**src/rtl/afc_pkg.sv**
```systemverilog
// Shared types, constants and helpers of the printable-ASCII affine cipher.
package afc_pkg;

	// Printable character set: codes 32..126, 95 symbols
	localparam logic [6:0] AFC_MOD = 7'd95;
	localparam logic [7:0] AFC_BASE_CODE = 8'd32;
	localparam logic [7:0] AFC_TOP_CODE = 8'd126;

	// Reciprocal of 95 for values below 2^14: q = (v * RECIP) >> SHIFT is exact
	localparam logic [13:0] AFC_RECIP = 14'd11038;
	localparam int AFC_RECIP_SHIFT = 20;

	// Default queue depth between front and back
	localparam int AFC_QUEUE_DEPTH = 2;

	// Mode codes
	localparam logic MODE_ENCRYPT = 1'b0;
	localparam logic MODE_DECRYPT = 1'b1;

	// Register indexes
	localparam logic REG_KEY_MULT = 1'b0;
	localparam logic REG_KEY_ADD = 1'b1;

	// Reset values of the key registers
	localparam logic [6:0] KEY_MULT_RESET = 7'd1;
	localparam logic [6:0] KEY_ADD_RESET = 7'd0;

	// Classified item as it sits in the queue
	typedef struct packed {
		logic mode;
		logic printable;
		logic [6:0] sym;
		logic [7:0] raw;
	} afc_item_t;

	// Key status from the inverse unit to the back end
	typedef struct packed {
		logic ready;
		logic key_ok;
		logic [6:0] inv;
	} afc_key_t;

	// Per-item info carried alongside the arithmetic pipeline
	typedef struct packed {
		logic xform;
		logic printable;
		logic key_ok;
		logic [7:0] raw;
	} afc_meta_t;

	// Reduce a 7-bit value mod 95 (one compare and subtract)
	function automatic logic [6:0] afc_mod95(input logic [6:0] v);
		afc_mod95 = (v >= AFC_MOD) ? v - AFC_MOD : v;
	endfunction

endpackage

```
**src/rtl/afc_front.sv**
```systemverilog
// Input stage: registers and classifies each item, then hands it to the queue.
module afc_front import afc_pkg::*; (
	input  logic clk,
	input  logic arst_n,
	input  logic in_valid,
	output logic in_ready,
	input  logic mode,
	input  logic [7:0] in_char,
	output logic push,
	output afc_item_t push_item,
	input  logic queue_full
);

	logic vld_q;
	afc_item_t item_q;

	assign push = vld_q && !queue_full;
	assign in_ready = !vld_q || push;
	assign push_item = item_q;

	// Valid flag of the holding register
	always_ff @(posedge clk or negedge arst_n) begin
		if (!arst_n) begin
			vld_q <= 1'b0;
		end else if (in_ready) begin
			vld_q <= in_valid;
		end
	end

	// Classify: printable range and symbol offset
	always_ff @(posedge clk) begin
		if (in_ready && in_valid) begin
			item_q.mode <= mode;
			item_q.raw <= in_char;
			item_q.printable <= (in_char >= AFC_BASE_CODE) && (in_char <= AFC_TOP_CODE);
			item_q.sym <= 7'(in_char - AFC_BASE_CODE);
		end
	end

endmodule

```
**src/rtl/afc_queue.sv**
```systemverilog
// Short FIFO of classified items between the front and the back end.
module afc_queue import afc_pkg::*; #(
	parameter int DEPTH = AFC_QUEUE_DEPTH
) (
	input  logic clk,
	input  logic arst_n,
	input  logic push,
	input  afc_item_t push_item,
	input  logic pop,
	output afc_item_t head,
	output logic empty,
	output logic full
);

	localparam int PW = (DEPTH > 1) ? $clog2(DEPTH) : 1;
	localparam int CW = $clog2(DEPTH + 1);

	afc_item_t slot_q [DEPTH];
	logic [PW-1:0] wr_ptr_q;
	logic [PW-1:0] rd_ptr_q;
	logic [CW-1:0] cnt_q;

	assign empty = (cnt_q == '0);
	assign full = (cnt_q == CW'(DEPTH));
	assign head = slot_q[rd_ptr_q];

	// Pointers and fill count
	always_ff @(posedge clk or negedge arst_n) begin
		if (!arst_n) begin
			wr_ptr_q <= '0;
			rd_ptr_q <= '0;
			cnt_q <= '0;
		end else begin
			if (push) begin
				wr_ptr_q <= (wr_ptr_q == PW'(DEPTH - 1)) ? '0 : wr_ptr_q + 1'b1;
			end
			if (pop) begin
				rd_ptr_q <= (rd_ptr_q == PW'(DEPTH - 1)) ? '0 : rd_ptr_q + 1'b1;
			end
			if (push && !pop) begin
				cnt_q <= cnt_q + 1'b1;
			end else if (pop && !push) begin
				cnt_q <= cnt_q - 1'b1;
			end
		end
	end

	// Entry storage
	always_ff @(posedge clk) begin
		if (push) begin
			slot_q[wr_ptr_q] <= push_item;
		end
	end

endmodule

```
**src/rtl/afc_inv.sv**
```systemverilog
// Extended Euclid unit: finds the inverse of the key multiplier mod 95 and its gcd check.
module afc_inv import afc_pkg::*; (
	input  logic clk,
	input  logic arst_n,
	input  logic key_wr,
	input  logic [6:0] key_mult_red,
	output afc_key_t key_stat
);

	logic busy_q;
	logic done_q;
	logic ok_q;
	logic [6:0] inv_q;
	logic [6:0] r0_q;
	logic [6:0] r1_q;
	logic signed [8:0] t0_q;
	logic signed [8:0] t1_q;
	logic start;
	logic finish;
	logic signed [8:0] t_pos;
	logic [6:0] t_fix;

	assign start = !key_wr && !busy_q && !done_q;
	assign finish = busy_q && (r1_q == '0);

	// Bring the final coefficient into 0..94
	assign t_pos = (t0_q < 0) ? t0_q + 9'sd95 : t0_q;
	assign t_fix = (t_pos >= 9'sd95) ? 7'(t_pos - 9'sd95) : 7'(t_pos);

	// Control and cached results; a key write drops the cache and restarts
	always_ff @(posedge clk or negedge arst_n) begin
		if (!arst_n) begin
			busy_q <= 1'b0;
			done_q <= 1'b0;
			ok_q <= 1'b0;
			inv_q <= '0;
		end else if (key_wr) begin
			busy_q <= 1'b0;
			done_q <= 1'b0;
		end else if (start) begin
			busy_q <= 1'b1;
		end else if (finish) begin
			busy_q <= 1'b0;
			done_q <= 1'b1;
			ok_q <= (r0_q == 7'd1);
			inv_q <= t_fix;
		end
	end

	// One subtract or one swap per cycle; a run of subtracts forms each quotient
	always_ff @(posedge clk) begin
		if (start) begin
			r0_q <= AFC_MOD;
			r1_q <= key_mult_red;
			t0_q <= 9'sd0;
			t1_q <= 9'sd1;
		end else if (busy_q && !finish) begin
			if (r0_q >= r1_q) begin
				r0_q <= r0_q - r1_q;
				t0_q <= t0_q - t1_q;
			end else begin
				r0_q <= r1_q;
				r1_q <= r0_q;
				t0_q <= t1_q;
				t1_q <= t0_q;
			end
		end
	end

	assign key_stat.ready = done_q;
	assign key_stat.key_ok = ok_q;
	assign key_stat.inv = inv_q;

endmodule

```
**src/rtl/afc_back.sv**
```systemverilog
// Back end: multiply, reduce mod 95 and present the result item.
module afc_back import afc_pkg::*; (
	input  logic clk,
	input  logic arst_n,
	input  afc_item_t head,
	input  logic empty,
	output logic pop,
	input  afc_key_t key_stat,
	input  logic [6:0] key_mult_red,
	input  logic [6:0] key_add_red,
	output logic out_valid,
	input  logic out_ready,
	output logic [7:0] out_char,
	output logic char_ok,
	output logic key_ok
);

	logic advance;
	logic vld_s1;
	logic vld_s2;
	logic vld_s3;
	afc_meta_t meta_s1;
	afc_meta_t meta_s2;
	logic [13:0] prod_s1;
	logic [6:0] add_s1;
	logic [13:0] val_s2;
	logic [6:0] quo_s2;
	logic [7:0] char_s3;
	afc_meta_t meta_s3;

	logic [7:0] diff;
	logic [6:0] sym_dec;
	logic [6:0] opnd;
	logic [6:0] mult;
	logic [13:0] val;
	logic [27:0] recip_prod;
	logic [13:0] rem_full;

	// Whole pipeline moves when the output slot is free or being taken
	assign advance = !vld_s3 || out_ready;
	assign pop = advance && key_stat.ready && !empty;

	// Decrypt pre-step: (y - b) mod 95
	assign diff = {1'b0, head.sym} + ((head.sym < key_add_red) ? {1'b0, AFC_MOD} : 8'd0)
		- {1'b0, key_add_red};
	assign sym_dec = diff[6:0];
	assign opnd = (head.mode == MODE_DECRYPT) ? sym_dec : head.sym;
	assign mult = (head.mode == MODE_DECRYPT) ? key_stat.inv : key_mult_red;

	// Stage 1: product
	always_ff @(posedge clk) begin
		if (advance) begin
			prod_s1 <= 14'(opnd) * 14'(mult);
			add_s1 <= (head.mode == MODE_DECRYPT) ? 7'd0 : key_add_red;
			meta_s1.raw <= head.raw;
			meta_s1.printable <= head.printable;
			meta_s1.key_ok <= key_stat.key_ok;
			meta_s1.xform <= head.printable
				&& ((head.mode == MODE_ENCRYPT) || key_stat.key_ok);
		end
	end

	// Stage 2: add and estimate quotient by reciprocal
	assign val = prod_s1 + 14'(add_s1);
	assign recip_prod = 28'(val) * 28'(AFC_RECIP);

	always_ff @(posedge clk) begin
		if (advance) begin
			val_s2 <= val;
			quo_s2 <= recip_prod[AFC_RECIP_SHIFT+6:AFC_RECIP_SHIFT];
			meta_s2 <= meta_s1;
		end
	end

	// Stage 3: remainder and output register
	assign rem_full = val_s2 - 14'(quo_s2) * 14'(AFC_MOD);

	always_ff @(posedge clk) begin
		if (advance) begin
			char_s3 <= meta_s2.xform ? 8'(rem_full[6:0]) + AFC_BASE_CODE : meta_s2.raw;
			meta_s3 <= meta_s2;
		end
	end

	// Stage valid flags
	always_ff @(posedge clk or negedge arst_n) begin
		if (!arst_n) begin
			vld_s1 <= 1'b0;
			vld_s2 <= 1'b0;
			vld_s3 <= 1'b0;
		end else if (advance) begin
			vld_s1 <= pop;
			vld_s2 <= vld_s1;
			vld_s3 <= vld_s2;
		end
	end

	assign out_valid = vld_s3;
	assign out_char = char_s3;
	assign char_ok = meta_s3.printable;
	assign key_ok = meta_s3.key_ok;

endmodule

```
**src/rtl/affine_cipher_printable_ascii_core.sv**
```systemverilog
// Affine cipher over printable ASCII (32..126): encrypt (a*x+b) mod 95, decrypt with cached inverse.
// Each item is one byte plus a mode bit and yields one result item. Items flow at one per
// cycle, unless out_ready is low or the inverse is not ready, through a front register, a short
// queue and a three-stage multiply/reduce pipeline. After reset or any write to key_mult
// or key_add, an iterative extended-Euclid unit recomputes the inverse of key_mult mod 95 and
// its gcd check, one subtract or swap step per cycle; queued items wait for it, input keeps
// filling the queue meanwhile. Bytes outside 32..126 pass through with char_ok low; decrypt
// under a key whose multiplier shares a factor with 95 passes the byte through with key_ok
// low. Keys 95..127 are used reduced mod 95.
// Registers: key_mult at address 0, key_add at address 4; write them only while idle.
module affine_cipher_printable_ascii_core import afc_pkg::*; #(
	parameter int QUEUE_DEPTH = AFC_QUEUE_DEPTH
) (
	input  logic clk,
	input  logic arst_n,
	// configuration port
	input  logic psel,
	input  logic penable,
	input  logic pwrite,
	input  logic [2:0] paddr,
	input  logic [31:0] pwdata,
	output logic [31:0] prdata,
	output logic pready,
	// input items
	input  logic in_valid,
	output logic in_ready,
	input  logic mode,
	input  logic [7:0] in_char,
	// result items
	output logic out_valid,
	input  logic out_ready,
	output logic [7:0] out_char,
	output logic char_ok,
	output logic key_ok
);

	logic [6:0] key_mult_q;
	logic [6:0] key_add_q;
	logic [6:0] key_mult_red;
	logic [6:0] key_add_red;
	logic cfg_wr;
	logic push;
	logic pop;
	logic empty;
	logic full;
	afc_item_t push_item;
	afc_item_t head;
	afc_key_t key_stat;

	// Register file
	assign pready = 1'b1;
	assign cfg_wr = psel && penable && pwrite;
	assign prdata = {25'd0, (paddr[2] == REG_KEY_ADD) ? key_add_q : key_mult_q};

	always_ff @(posedge clk or negedge arst_n) begin
		if (!arst_n) begin
			key_mult_q <= KEY_MULT_RESET;
			key_add_q <= KEY_ADD_RESET;
		end else if (cfg_wr) begin
			if (paddr[2] == REG_KEY_MULT) begin
				key_mult_q <= pwdata[6:0];
			end else begin
				key_add_q <= pwdata[6:0];
			end
		end
	end

	assign key_mult_red = afc_mod95(key_mult_q);
	assign key_add_red = afc_mod95(key_add_q);

	afc_front u_front (
		.clk(clk),
		.arst_n(arst_n),
		.in_valid(in_valid),
		.in_ready(in_ready),
		.mode(mode),
		.in_char(in_char),
		.push(push),
		.push_item(push_item),
		.queue_full(full)
	);

	afc_queue #(
		.DEPTH(QUEUE_DEPTH)
	) u_queue (
		.clk(clk),
		.arst_n(arst_n),
		.push(push),
		.push_item(push_item),
		.pop(pop),
		.head(head),
		.empty(empty),
		.full(full)
	);

	afc_inv u_inv (
		.clk(clk),
		.arst_n(arst_n),
		.key_wr(cfg_wr),
		.key_mult_red(key_mult_red),
		.key_stat(key_stat)
	);

	afc_back u_back (
		.clk(clk),
		.arst_n(arst_n),
		.head(head),
		.empty(empty),
		.pop(pop),
		.key_stat(key_stat),
		.key_mult_red(key_mult_red),
		.key_add_red(key_add_red),
		.out_valid(out_valid),
		.out_ready(out_ready),
		.out_char(out_char),
		.char_ok(char_ok),
		.key_ok(key_ok)
	);

	// A key write always drops the cached inverse
	a_key_wr_drops_cache: assert property (@(posedge clk) disable iff (!arst_n)
		cfg_wr |=> !key_stat.ready)
		else $error("inverse cache still valid after key write");

	// A transformed byte lands in the printable range
	a_out_printable: assert property (@(posedge clk) disable iff (!arst_n)
		out_valid && char_ok |-> (out_char >= AFC_BASE_CODE) && (out_char <= AFC_TOP_CODE))
		else $error("printable input produced non-printable output");

	// A non-printable byte comes back non-printable
	a_out_passthru: assert property (@(posedge clk) disable iff (!arst_n)
		out_valid && !char_ok |-> (out_char < AFC_BASE_CODE) || (out_char > AFC_TOP_CODE))
		else $error("non-printable input produced printable output");

	// The cached inverse holds while the cache stays valid
	a_inv_stable: assert property (@(posedge clk) disable iff (!arst_n)
		key_stat.ready && $past(key_stat.ready) |-> $stable(key_stat.inv))
		else $error("cached inverse changed while valid");

endmodule

```
**config.mk**
```make
export PLATFORM = sky130hd
export DESIGN_NAME = affine_cipher_printable_ascii_core
export DESIGN_NICKNAME = d
export VERILOG_FILES = /design/src/rtl/afc_pkg.sv /design/src/rtl/afc_front.sv /design/src/rtl/afc_queue.sv /design/src/rtl/afc_inv.sv /design/src/rtl/afc_back.sv /design/src/rtl/affine_cipher_printable_ascii_core.sv
export SDC_FILE = /design/constraint.sdc
export NUM_CORES = 1
export LEC_CHECK = 0
export BUFFER_PORTS_ARGS = -buffer_cell sky130_fd_sc_hd__buf_2
export CAP_MARGIN = 20
export CORE_ASPECT_RATIO = 1.1
export CORE_MARGIN = 3
export CORE_UTILIZATION = 50
export CTS_CLUSTER_DIAMETER = 60
export CTS_CLUSTER_SIZE = 28
export DETAILED_ROUTE_END_ITERATION = 12
export PLACE_DENSITY = 0.76
export SKIP_CTS_REPAIR_TIMING = 1
export SLEW_MARGIN = 20
export SYNTH_ARGS = -nofsm -noshare
export SYNTH_HDL_FRONTEND = slang
export SYNTH_SLANG_ARGS = --single-unit
```
**constraint.sdc**
```tcl
create_clock -name clk -period 9.5 [get_ports clk]
set_input_delay 0 -clock clk [delete_from_list [all_inputs] [get_ports clk]]
set_output_delay 0 -clock clk [all_outputs]
set_load 0.02 [all_outputs]
```
==> qor.yml <==
outcome:
  status: "completed"
clock_tree:
  h-tree-depth: 4
  clk_latency_ns: 0.44
  root_buffer: "clkbuf_16"
  cts_buffers: 17
  clk_pin_slew_ns: 0.07
  clk_path_buf_depth: 2
  cts_tree: "built"
  cts.sinks: 167
global_route:
  overflow: 0
  track_usage: 0.191
  grt_first_pass_wirelength_um: 46500
  first_global_vias: 9804
  antenna_found_initial: 1
  grt_start_max_net_pins: 72
floorplan:
  placementRows: 63
  fp.dieH_um: 181
  die_w_um: 166
  ios: 96
  core_um2: 27300
  start_util: 0.513
  dieArea_um2: 30000
logic_synthesis:
  yosys_warnings: 0
  synthArstFlopShare: 0.192
  synth.distinct_cells: 70
  seq_area_frac_synth: 0.329
  synth_edf_count: 110
  yosys_most_used_dff: "edfxtp_1"
  synth-seq-cells: 167
  avgSynthCellArea_um2: 10.7
  synth.cell_area_um2: 14000
  syn_inst: 1303
setup_path:
  critPathMaxFanout: 7
  cpPeakStageDelay_ns: 0.53
  end_kind: "flop"
  cp_slowest_cell: "fa_1"
  required_ns: 9.69
  cp.arrival_ns: 8.89
  setup.worst_path.class: "reg -> reg"
  cp_common_cell: "a21oi_1"
  start_kind: "flop"
finish:
  multiInputGateArea_um2: 8530
  final-seq-area_um2: 4610
  drive_gt1_frac: 0.100
  final_nets: 1710
  syn_to_final_growth_pct: 9.74
  fillCellCount: 2274
  final_cell_mix: "188 x ha_1, 179 x inv_1, 110 x edfxtp_1"
  layout_commonest_cell: "ha_1"
  diodes: 0
sta:
  rsz0062_at_grt: "no"
  min_period_ns: 8.70
  hold_viol: 0
  skew_ns: 0.0105
  slew_headroom: 0.302
  drv_slew: 0
  setup_tns_ns: 0
  fin_crit_sh: 0.916
  max_freq_mhz: 115
  tightest_slew_ns: 1.05
  setup_viol: 0
routing:
  dr.pass1.iters: 5
  drt_wl_total_um: 27000
  vias: 9431
  first_iter_violations: 432
  ant_nets: 0
  drc: 0
  routedWlPerCell_um: 15.6
  vias_per_cell: 5.44
job:
  cap_violations: 0
placement:
  hpwlAfterDp_um: 20500
  gp_congestion: 0.839
  port_buffers: 42
hold_path:
  hold_class: "in -> reg"
synthesized netlist by cell type, types with 3 or more instances:
master	n	area (µm²)
nor3b_1	3	22.5
and2_1	6	37.5
a31oi_1	6	37.5
o31a_1	4	35.0
nand3_1	26	130
nor3_1	24	120
a211oi_1	5	37.5
or3_1	9	56.3
o211ai_1	3	22.5
mux2i_1	16	160
mux2_2	33	372
nor2_1	76	285
xnor2_1	55	482
inv_1	179	672
xor2_1	31	272
or2_2	13	81.3
a21oi_1	70	350
buf_4	26	195
nand2_1	49	184
o31ai_1	3	22.5
edfxtp_1	110	3300
nand4_1	10	62.6
and3_1	10	62.6
nand4b_1	4	35.0
o21ai_1	19	95.1
or2_1	4	25.0
dfrtp_1	31	776
nand2b_1	14	87.6
ha_1	188	2350
buf_2	5	25.0
o21bai_1	7	52.6
o21ai_0	36	180
o21a_1	14	105
clkbuf_1	19	71.3
nor2b_1	5	31.3
a21o_1	15	113
fa_1	106	2120
dfxtp_1	25	500
o22ai_1	5	31.3
layout make-up:
cell class | count | share of cell area
Tap cell | 357 | 0.0291
Timing Repair Buffer | 70 | 0.0306
Clock inverter | 15 | 0.0138
Clock buffer | 17 | 0.0277
Multi-Input combinational cell | 930 | 0.555
Inverter | 179 | 0.0437
Sequential cell | 167 | 0.300
critical path, delay by kind of cell, from the launching register on:
family          cells  cell delay, ns
compound gates     14            2.80
xor+xnor            2            0.19
fa+ha+maj           9            3.65
buf+inv             4            0.22
flops               1            0.48
mux                 1            0.46
simple gates        4            0.67
flip-flops by register name (all words and copies together) (netlist names), 2 cells and up:
register,cells
u_inv.inv_q,7
u_back.out_char,8
key_add_q,7
u_inv.t0_q,9
key_mult_q,7
u_inv.r0_q,7
u_inv.t1_q,9
u_back.add_s1,7
u_front.push_item,12
u_queue.cnt_q,2
u_queue.slot_q,24
u_back.meta_s1,11
u_back.meta_s2,11
u_inv.r1_q,7
u_back.prod_s1,14
u_back.quo_s2,7
u_back.val_s2,7
worst paths after layout:
check                                            start                      endpoint  slack, ns  depth (start not counted)
max                           key_add_q[0]$_DFFE_PN0P_  u_back.prod_s1[13]$_DFFE_PN_       0.80                         34
min                                             pwrite      u_inv.busy_q$_DFFE_PN0P_       0.09                          3
max reg2reg                   key_add_q[0]$_DFFE_PN0P_  u_back.prod_s1[13]$_DFFE_PN_       0.80                         34
min reg2reg                u_back.meta_s2[9]$_DFFE_PN_      u_back.char_ok$_DFFE_PN_       0.42                          0
max in group asynchronous                       arst_n    u_inv.inv_q[1]$_DFFE_PN0P_       8.89                          2
min in group asynchronous                       arst_n     key_mult_q[3]$_DFFE_PN0P_       0.15                          2
cell families after synthesis:
group / Yosys count / synth area share
DFF: 167 / 0.329
xor gates and xnor gates: 86 / 0.0538
AOI/OAI and AO/OA: 206 / 0.0905
buffers and inverters: 230 / 0.0696
other: 2 / 0.000536
muxes: 50 / 0.0388
and+or+nand+nor: 268 / 0.0981
adders and majority gates: 294 / 0.320
metal layers:
metal / wire length (µm) / up-vias / GRT usage
met3: 1090 / 51 / 0.0335
met2: 14100 / 210 / 0.341
met4: 546 / 2 / 0.0572
met1: 11300 / 4621 / 0.234
met5: 13 / - / 0
li1: - / 4547 / -
through the flow:
step | hold slack [ns] | cells | setup WS, ns | util | area (µm²)
6_report | 0.0932 | 1735 | 0.802 | 0.563 | 15400
5_1_grt | 0.125 | 1735 | 0.258 | 0.563 | 15400
4_1_cts | -0.381 | 1714 | 0.838 | 0.556 | 15200
3_5_place_dp | 0.0906 | 1682 | 0.860 | 0.532 | 14500
3_3_place_gp | 0.0927 | 1682 | 1.12 | 0.532 | 14500
2_1_floorplan | -0.296 | 1327 | 1.79 | - | 14100
Power is left out: the tool's default activity adds up to more than one toggle a clock period on the data nets, which glitch-free logic cannot reach.
